### config.mk
export PLATFORM = sky130hd
export DESIGN_NAME = fenced_buffer_release_tracker_top
export DESIGN_NICKNAME = d
export VERILOG_FILES = /design/src/design/fbrt_pkg.sv /design/src/design/fbrt_ram.sv /design/src/design/fenced_buffer_release_tracker_top.sv
export VERILOG_INCLUDE_DIRS = /design/src /design/src/design
export SDC_FILE = /design/constraint.sdc
export NUM_CORES = 2
export LEC_CHECK = 0
export ABC_AREA = 1
export BUFFER_PORTS_ARGS = -buffer_cell sky130_fd_sc_hd__buf_2
export CORE_MARGIN = 2
export CORE_UTILIZATION = 58
export DETAILED_ROUTE_END_ITERATION = 6
export GPL_ROUTABILITY_DRIVEN = 1
export PLACE_DENSITY = 0.75
export SYNTH_ARGS = -nofsm -noshare
export SYNTH_HDL_FRONTEND = slang
export SYNTH_SLANG_ARGS = --single-unit
### constraint.sdc
create_clock -name clk -period 11.4 [get_ports clk]
set_input_delay 0 -clock clk [delete_from_list [all_inputs] [get_ports clk]]
set_output_delay 0 -clock clk [all_outputs]
set_load 0.02 [all_outputs]
### src/design/assert_macros.svh
// assertion helpers used by the tracker top design file
`ifndef ASSERT_MACROS_SVH
`define ASSERT_MACROS_SVH
`ifndef SYNTHESIS
// same-cycle implication, disabled during reset
`define ASSERT_IMPL(label, clk, rst_n, ante, cons) \
  label: assert property (@(posedge clk) disable iff (!rst_n) (ante) |-> (cons)) \
    else $error("assertion failed");
// next-cycle implication, disabled during reset
`define ASSERT_NEXT(label, clk, rst_n, ante, cons) \
  label: assert property (@(posedge clk) disable iff (!rst_n) (ante) |=> (cons)) \
    else $error("assertion failed");
`else
`define ASSERT_IMPL(label, clk, rst_n, ante, cons)
`define ASSERT_NEXT(label, clk, rst_n, ante, cons)
`endif
`endif

### src/design/fbrt_pkg.sv
package fbrt_pkg;

  // command codes
  localparam logic [1:0] CMD_REGISTER = 2'd0;
  localparam logic [1:0] CMD_SET_FENCE = 2'd1;
  localparam logic [1:0] CMD_RELEASE = 2'd2;
  localparam logic [1:0] CMD_DRAIN = 2'd3;

  // status codes
  localparam logic [2:0] ST_OK = 3'd0;
  localparam logic [2:0] ST_INVALID_ARG = 3'd1;
  localparam logic [2:0] ST_OUT_OF_MEMORY = 3'd2;
  localparam logic [2:0] ST_DOUBLE_RELEASE = 3'd3;
  localparam logic [2:0] ST_INVALID_STATE = 3'd4;
  localparam logic [2:0] ST_NOT_FOUND = 3'd5;

  // entry flag bits
  localparam int FLAG_FENCE_SET = 0;
  localparam int FLAG_PENDING = 1;
  localparam int FLAG_RELEASED = 2;

  typedef struct packed {
    logic [1:0]  cmd;
    logic [31:0] buf_handle;
    logic [31:0] size_bytes;
    logic [31:0] scope_tag;
    logic [31:0] fence_val;
    logic [31:0] drain_upto;
    logic [31:0] current_epoch;
  } in_t;

  typedef struct packed {
    logic [2:0]  status;
    logic [31:0] assigned_id;
    logic [31:0] double_release_total;
  } out_t;

  // one table record as held in the entry memory
  typedef struct packed {
    logic [2:0]  flags;
    logic [31:0] fence;
  } entry_t;

endpackage

### src/design/fbrt_ram.sv
module fbrt_ram #(
  parameter int WIDTH = 35,
  parameter int DEPTH = 64
) (
  input  logic                     clk,
  input  logic                     we,
  input  logic [$clog2(DEPTH)-1:0] waddr,
  input  logic [WIDTH-1:0]         wdata,
  input  logic [$clog2(DEPTH)-1:0] raddr,
  output logic [WIDTH-1:0]         rdata
);

  logic [WIDTH-1:0] mem [DEPTH];
  logic [WIDTH-1:0] rdata_r;

  // one write port, one registered read port
  always_ff @(posedge clk) begin
    if (we) begin
      mem[waddr] <= wdata;
    end
    rdata_r <= mem[raddr];
  end

  assign rdata = rdata_r;

endmodule

### src/design/fenced_buffer_release_tracker_top.sv
// Fenced buffer release tracker.
// Commands enter on in_data when start is high and busy is low; each command
// returns exactly one word on out_data, marked by a one-cycle out_valid.
// The receiver cannot stall: every result is taken in the cycle it shows.
// Entries are handed out in order and never reused, so entry k always holds
// buffer id k+1; a fill count marks the live entries and set-fence or release
// goes straight to entry id-1 through the entry memory's single read port.
// Steps, start accept to out_valid:
//   register, invalid arguments, unknown ids: result in the next cycle, busy stays low
//   set fence, release: memory read, then decide and write back
//   drain on an empty table: as register; else one entry read per cycle
//     from the shared memory port, with the check and write-back of each
//     entry in the cycle after its read
// Throughput: busy drops in the cycle a result shows, so the next command can
// be taken then; register and early errors allow one command per cycle.
// One epoch comparator serves both the release and the drain checks.
// Synchronous reset (rst_n low) empties the table, restarts ids at one and
// clears the double release count; the entry memory itself is not cleared.
`include "assert_macros.svh"

module fenced_buffer_release_tracker_top #(
  parameter int TABLE_ENTRIES = 64
) (
  input  logic           clk,
  input  logic           rst_n,
  input  logic           start,
  output logic           busy,
  input  fbrt_pkg::in_t  in_data,
  output logic           out_valid,
  output fbrt_pkg::out_t out_data
);

  localparam int IDX_W = (TABLE_ENTRIES > 1) ? $clog2(TABLE_ENTRIES) : 1;
  localparam int CNT_W = $clog2(TABLE_ENTRIES + 1);
  localparam int ENT_W = $bits(fbrt_pkg::entry_t);
  localparam logic [CNT_W-1:0] FULL = CNT_W'(TABLE_ENTRIES);

  typedef enum logic [2:0] {
    S_IDLE  = 3'b001,
    S_EXEC  = 3'b010,
    S_DRAIN = 3'b100
  } state_t;

  state_t           state_r, state_nxt;
  logic [CNT_W-1:0] fill_r, fill_nxt;
  logic [31:0]      dr_cnt_r, dr_cnt_nxt;
  logic [CNT_W-1:0] rd_ptr_r, rd_ptr_nxt;
  logic             vld_r, vld_nxt;
  logic [IDX_W-1:0] idx_r, idx_nxt;
  logic [1:0]       cmd_r, cmd_nxt;
  logic [31:0]      now_r, now_nxt;
  logic             out_valid_r, out_valid_nxt;
  fbrt_pkg::out_t   out_data_r, out_data_nxt;

  logic             we;
  logic [IDX_W-1:0] waddr;
  fbrt_pkg::entry_t wentry;
  logic [IDX_W-1:0] raddr;
  logic [ENT_W-1:0] rdata;
  fbrt_pkg::entry_t rentry;
  logic [31:0]      id_m1;
  logic             id_known;
  logic [31:0]      dr_inc;
  logic             fence_ahead;

  assign rentry = fbrt_pkg::entry_t'(rdata);
  assign id_m1 = in_data.buf_handle - 32'd1;
  assign id_known = (in_data.buf_handle <= 32'(fill_r));
  assign dr_inc = (dr_cnt_r == 32'hFFFF_FFFF) ? dr_cnt_r : dr_cnt_r + 32'd1;
  // shared epoch compare: release epoch or drain limit against the stored fence
  assign fence_ahead = (now_r < rentry.fence);

  // entry memory: fence and flags per record
  fbrt_ram #(
    .WIDTH(ENT_W),
    .DEPTH(TABLE_ENTRIES)
  ) u_entries (
    .clk  (clk),
    .we   (we),
    .waddr(waddr),
    .wdata(ENT_W'(wentry)),
    .raddr(raddr),
    .rdata(rdata)
  );

  // sequencer
  always_comb begin
    state_nxt     = state_r;
    fill_nxt      = fill_r;
    dr_cnt_nxt    = dr_cnt_r;
    rd_ptr_nxt    = rd_ptr_r;
    vld_nxt       = 1'b0;
    idx_nxt       = idx_r;
    cmd_nxt       = cmd_r;
    now_nxt       = now_r;
    out_valid_nxt = 1'b0;
    out_data_nxt  = out_data_r;
    we            = 1'b0;
    waddr         = idx_r;
    wentry        = rentry;
    raddr         = id_m1[IDX_W-1:0];

    unique case (state_r)
      S_IDLE: begin
        if (start) begin
          cmd_nxt     = in_data.cmd;
          now_nxt     = in_data.current_epoch;
          idx_nxt     = id_m1[IDX_W-1:0];
          out_data_nxt.status = fbrt_pkg::ST_OK;
          out_data_nxt.assigned_id = 32'd0;
          out_data_nxt.double_release_total = dr_cnt_r;
          unique case (in_data.cmd) inside
            fbrt_pkg::CMD_REGISTER: begin
              out_valid_nxt = 1'b1;
              if (in_data.size_bytes == 32'd0) begin
                out_data_nxt.status = fbrt_pkg::ST_INVALID_ARG;
              end else if (fill_r == FULL) begin
                out_data_nxt.status = fbrt_pkg::ST_OUT_OF_MEMORY;
              end else begin
                we     = 1'b1;
                waddr  = fill_r[IDX_W-1:0];
                wentry = '0;
                fill_nxt = fill_r + CNT_W'(1);
                out_data_nxt.assigned_id = 32'(fill_r) + 32'd1;
              end
            end
            fbrt_pkg::CMD_SET_FENCE, fbrt_pkg::CMD_RELEASE: begin
              if (in_data.buf_handle == 32'd0 ||
                  (in_data.cmd == fbrt_pkg::CMD_SET_FENCE &&
                   in_data.fence_val == 32'd0)) begin
                out_valid_nxt = 1'b1;
                out_data_nxt.status = fbrt_pkg::ST_INVALID_ARG;
              end else if (!id_known) begin
                out_valid_nxt = 1'b1;
                out_data_nxt.status = fbrt_pkg::ST_NOT_FOUND;
              end else begin
                now_nxt   = (in_data.cmd == fbrt_pkg::CMD_SET_FENCE) ?
                            in_data.fence_val : in_data.current_epoch;
                state_nxt = S_EXEC;
              end
            end
            default: begin
              // drain: now_r holds the drain limit for the shared compare
              now_nxt    = in_data.drain_upto;
              rd_ptr_nxt = '0;
              if (fill_r == '0) begin
                out_valid_nxt = 1'b1;
              end else begin
                state_nxt = S_DRAIN;
              end
            end
          endcase
        end
      end

      S_EXEC: begin
        out_valid_nxt = 1'b1;
        state_nxt     = S_IDLE;
        if (rentry.flags[fbrt_pkg::FLAG_PENDING] ||
            rentry.flags[fbrt_pkg::FLAG_RELEASED]) begin
          dr_cnt_nxt = dr_inc;
          out_data_nxt.status = fbrt_pkg::ST_DOUBLE_RELEASE;
        end else if (cmd_r == fbrt_pkg::CMD_SET_FENCE) begin
          // now_r holds the new fence here
          we           = 1'b1;
          wentry.fence = now_r;
          wentry.flags[fbrt_pkg::FLAG_FENCE_SET] = 1'b1;
        end else if (!rentry.flags[fbrt_pkg::FLAG_FENCE_SET] ||
                     rentry.fence == 32'd0) begin
          out_data_nxt.status = fbrt_pkg::ST_INVALID_STATE;
        end else if (fence_ahead) begin
          we = 1'b1;
          wentry.flags[fbrt_pkg::FLAG_PENDING] = 1'b1;
        end else begin
          we = 1'b1;
          wentry.flags[fbrt_pkg::FLAG_RELEASED] = 1'b1;
        end
        out_data_nxt.double_release_total = dr_cnt_nxt;
      end

      S_DRAIN: begin
        raddr = rd_ptr_r[IDX_W-1:0];
        // issue the next read while the previous entry is checked
        if (rd_ptr_r != fill_r) begin
          rd_ptr_nxt = rd_ptr_r + CNT_W'(1);
          vld_nxt    = 1'b1;
          idx_nxt    = rd_ptr_r[IDX_W-1:0];
        end else begin
          out_valid_nxt = 1'b1;
          state_nxt     = S_IDLE;
        end
        if (vld_r && rentry.flags[fbrt_pkg::FLAG_PENDING] && !fence_ahead) begin
          we = 1'b1;
          wentry.flags[fbrt_pkg::FLAG_PENDING]  = 1'b0;
          wentry.flags[fbrt_pkg::FLAG_RELEASED] = 1'b1;
        end
      end

      default: begin
        state_nxt = S_IDLE;
      end
    endcase
  end

  // control registers
  always_ff @(posedge clk) begin
    if (!rst_n) begin
      state_r     <= S_IDLE;
      fill_r      <= '0;
      dr_cnt_r    <= '0;
      rd_ptr_r    <= '0;
      vld_r       <= 1'b0;
      out_valid_r <= 1'b0;
    end else begin
      state_r     <= state_nxt;
      fill_r      <= fill_nxt;
      dr_cnt_r    <= dr_cnt_nxt;
      rd_ptr_r    <= rd_ptr_nxt;
      vld_r       <= vld_nxt;
      out_valid_r <= out_valid_nxt;
    end
  end

  // command and result word registers
  always_ff @(posedge clk) begin
    idx_r      <= idx_nxt;
    cmd_r      <= cmd_nxt;
    now_r      <= now_nxt;
    out_data_r <= out_data_nxt;
  end

  assign busy      = (state_r != S_IDLE);
  assign out_valid = out_valid_r;
  assign out_data  = out_data_r;

  `ASSERT_NEXT(a_exec_one_cycle, clk, rst_n, state_r == S_EXEC, out_valid_r && state_r == S_IDLE)
  `ASSERT_IMPL(a_fill_bound, clk, rst_n, 1'b1, fill_r <= FULL)
  `ASSERT_IMPL(a_drain_ptr_bound, clk, rst_n, state_r == S_DRAIN, rd_ptr_r <= fill_r)

endmodule

==> results.sh <==
export IMPL_yosys_area_share_simple=0.2011
export IMPL_setup_viol=0
export IMPL_cpPeakStageDelay_ns=0.84
export IMPL_setup_tns_ns=0
export IMPL_min_path_type="input pin to flop"
export IMPL_synth_area_mm2=0.1039
export IMPL_arrival_ns=7.06
export IMPL_vias=73851
export IMPL_ys_warnings_count=0
export IMPL_synthAdderAreaFrac=0.005539
export IMPL_antenna_left=0
export IMPL_initial_utilization=0.5830
export IMPL_gr_total_overflow=0
export IMPL_ios=266
export IMPL_pre_cts_ws_ns=5.443
export IMPL_grt_use_total=0.3237
export IMPL_final_common_cell="nand2_1"
export IMPL_cts_root_buf="clkbuf_16"
export IMPL_path_cells="nor2_1 > nand2_2 > inv_2 > nand2_8 > nand2_8 > buf_4 > buf_12 > buf_4 > o21ai_0 > nand2_1 > nand3_1 > nand3_1 > nand3_1 > nand3_1 > nand2_1"
export IMPL_grt_max_degree=229
export IMPL_crit_type="flop to flop"
export IMPL_die_x_um=427.3
export IMPL_hp_start="in_data[171]"
export IMPL_wirelength_mm=300.6
export IMPL_ir_worst_vdd_v=0.0001495
export IMPL_grt_pass1_wl_mm=436.9
export IMPL_seq_area_frac_synth=0.6879
export IMPL_fmax_ghz=0.1585
export IMPL_post_route_period_util=0.5535
export IMPL_drtPass1Iterations=7
export IMPL_hold_violations=0
export IMPL_dieArea_mm2=0.1826
export IMPL_synth_seq_cells=2409
export IMPL_tritoncts="done"
export IMPL_synth_mux_area_frac=0
export IMPL_worst_pin_slew_ns=1.332
export IMPL_rows=155
export IMPL_hold_end="out_data[66]"
export IMPL_r2r_start="state_r[1]"
export IMPL_drt_iter0_markers=11135
export IMPL_n_fill_cell=12939
export IMPL_syn2layout_area_growth_pct=11.32
export IMPL_worstPathRequired_ns=12.15
export IMPL_numCtsBuffers=231
export IMPL_timing_rr_end="u_entries.rdata[17]"
export IMPL_timing_final_ws_setup_ns=5.090
export IMPL_synth_top_family_by_area="simple AND/OR/NAND/NOR gates"
export IMPL_final_cell_mix="nand2_1 (2855), edfxtp_1 (2323), nand3_1 (1428)"
export IMPL_remaining_drc_errors=0
export IMPL_worst_path_max_fanout=228
export IMPL_drive_gt1_frac=0.08401
export IMPL_min_period_ns=6.310
export IMPL_core_mm2=0.1782
export IMPL_rsz0062_at_grt="no"
export IMPL_cap_viol_max_count=0
export IMPL_skew_ns=0.03568
export IMPL_cts_sinks=2409
export IMPL_hpwl_mm=161.2
export IMPL_maxSlewHeadroom=0.1118
export IMPL_ys_types=44
export IMPL_hold_path_depth=7
export IMPL_status="completed"
export IMPL_leakage_nw=44.42
export IMPL_synth_xor_area_share=0.001854
export IMPL_cts_max_level=4
export IMPL_cts_reportedPaths_clkPinSlew_ns=0.06
export IMPL_power_density_mw_per_mm2=190.3
export IMPL_drv_slew=0
export IMPL_antenna_found_initial=11
export IMPL_r2r_slack_ns=5.09
export IMPL_clockBufferDepth=3
export IMPL_timing_critical_path_slowest_stage_cell="buf_4"
export IMPL_io_buffers=209
export IMPL_post_cts_resize_count=0
export IMPL_synth_compound_area_frac=0.04382
export IMPL_nets=9918
export IMPL_reg2regPathDepth=15
export IMPL_synth_area_per_cell_um2=10.88
export IMPL_syn_inst=9553
export IMPL_end_kind="flop"
export IMPL_via_per_inst=6.040
export IMPL_wl_per_cell_um=24.59
export IMPL_clk_latency_ns=0.88
export IMPL_first_global_vias=69250
export IMPL_die_h_um=427.3
export IMPL_path_common_cell="nand3_1"
export IMPL_gp_congestion=0.9037
export IMPL_start_kind="flop"
==> cells in the mapped netlist <==
| cell | instances | share of area |
|---|---|---|
| nand3_2 | 2 | 0.00019 |
| inv_2 | 10 | 0.00036 |
| nand4_1 | 60 | 0.0036 |
| or2_2 | 2 | 0.00012 |
| xor2_1 | 16 | 0.0013 |
| nor3b_1 | 2 | 0.00014 |
| buf_4 | 34 | 0.0025 |
| o21a_1 | 1 | 0.000072 |
| dfxtp_1 | 86 | 0.017 |
| nor4_1 | 2 | 0.00012 |
| and2_0 | 1 | 0.000060 |
| conb_1 | 1 | 0.000036 |
| a31oi_4 | 1 | 0.00020 |
| nand2_1 | 2858 | 0.10 |
| buf_6 | 1 | 0.00011 |
| o41ai_1 | 1 | 0.000084 |
| buf_2 | 294 | 0.014 |
| nand3_4 | 1 | 0.00017 |
| inv_1 | 922 | 0.033 |
| o21ai_1 | 76 | 0.0037 |
| o21bai_1 | 2 | 0.00014 |
| a21oi_2 | 3 | 0.00025 |
| o21ai_0 | 247 | 0.012 |
| and3_1 | 1 | 0.000060 |
| nand2_4 | 1 | 0.00011 |
| clkinv_1 | 3 | 0.00011 |
| a211oi_1 | 3 | 0.00022 |
| edfxtp_1 | 2323 | 0.67 |
| nand2_2 | 6 | 0.00036 |
| nand3_1 | 1428 | 0.069 |
| ha_1 | 46 | 0.0055 |
| nor2_2 | 3 | 0.00018 |
| o21ai_2 | 2 | 0.00017 |
| nor2_1 | 178 | 0.0064 |
| nor3_2 | 2 | 0.00019 |
| clkbuf_1 | 209 | 0.0075 |
| a21oi_1 | 137 | 0.0066 |
| nor2_4 | 1 | 0.00011 |
| nor3_1 | 37 | 0.0018 |
| xnor2_1 | 6 | 0.00051 |
| nor3_4 | 1 | 0.00016 |
| buf_1 | 48 | 0.0017 |
| o211ai_1 | 284 | 0.021 |
| nand3b_1 | 211 | 0.015 |
==> kinds of logic after synthesis <==
family                   count (synthesis)
adder cells (fa/ha/maj)                 46
AO/OA/AOI/OAI                          757
XOR/XNOR                                22
other                                    1
flip-flops                            2409
buffers and inverters                 1521
AND/OR/NAND/NOR                       4797
==> worst max-delay path: cells and delay by family, from the launching register on <==
kind	cells	cell delay, ns
AOI/OAI and AO/OA	1	0.17
buffers and inverters	4	2.66
DFF	1	0.35
and+or+nand+nor	10	2.54
==> worst max-delay path by stage <==
stage / end / cells after the start / startpoint / slack, ns
after floorplan: u_entries.mem[0][10] / 7 / state_r[2] / 6.79
after global placement: u_entries.rdata[17] / 14 / state_r[1] / 5.52
after detailed placement: u_entries.rdata[1] / 14 / state_r[1] / 5.44
after CTS: u_entries.rdata[17] / 14 / state_r[1] / 5.37
after global routing: u_entries.rdata[27] / 14 / state_r[1] / 4.85
final: u_entries.rdata[17] / 15 / state_r[1] / 5.09
==> cell type report <==
| cell class | count | area, um2 | share of cell area |
|---|---|---|---|
| clock inverters | 138 | 1160 | 0.01003 |
| diodes | 3 | 7.507 | 0.00006490 |
| multi-input cells | 5646 | 27190 | 0.2351 |
| well taps | 2355 | 2947 | 0.02547 |
| flip-flops and latches | 2409 | 71480 | 0.6180 |
| repair buffers | 452 | 3221 | 0.02784 |
| inverters | 935 | 3540 | 0.03060 |
| clock buffers | 288 | 6126 | 0.05296 |
==> metrics by stage <==
stage	std cells	hold WS [ns]	power [mW]	util	instance area (um2)
after global routing	12224	0.04371	22.65	0.6490	115700
after floorplan	9576	0.09887	13.21	-	104000
after global placement	11712	0.2139	14.50	0.6033	107500
after detailed placement	11712	0.2246	14.61	0.6033	107500
final	12226	0.04919	22.01	0.6490	115700
after CTS	12223	0.002056	21.95	0.6490	115700
==> per-layer routing <==
layer,track usage,up-vias,share of wire
met2,0.5174,4777,0.47
met1,0.4345,35315,0.37
met4,0.1426,14,0.044
met5,0,-,0.00031
met3,0.06194,749,0.12
li1,-,32996,-
==> report_power, final <==
group          switching, mW  total [mW]  internal, mW
logic                   2.89        3.69         0.799
registers              0.134        10.9          10.7
clock network           3.29        7.44          4.14
==> registers in the layout, indices dropped and copies added (netlist names) <==
signal           flops
now_r               32
u_entries.rdata     35
dr_cnt_r            32
out_data            43
u_entries.mem     2240
state_r              3
cmd_r                2
fill_r               7
idx_r                6
vld_r                1
rd_ptr_r             7
out_valid            1
==> repair_timing <==
action	4_1_cts	5_1_grt
hold buffers	85	0
buffers inserted	0	0
endpoints found under the hold margin	150	0
(Power assumes the default switching activity.)
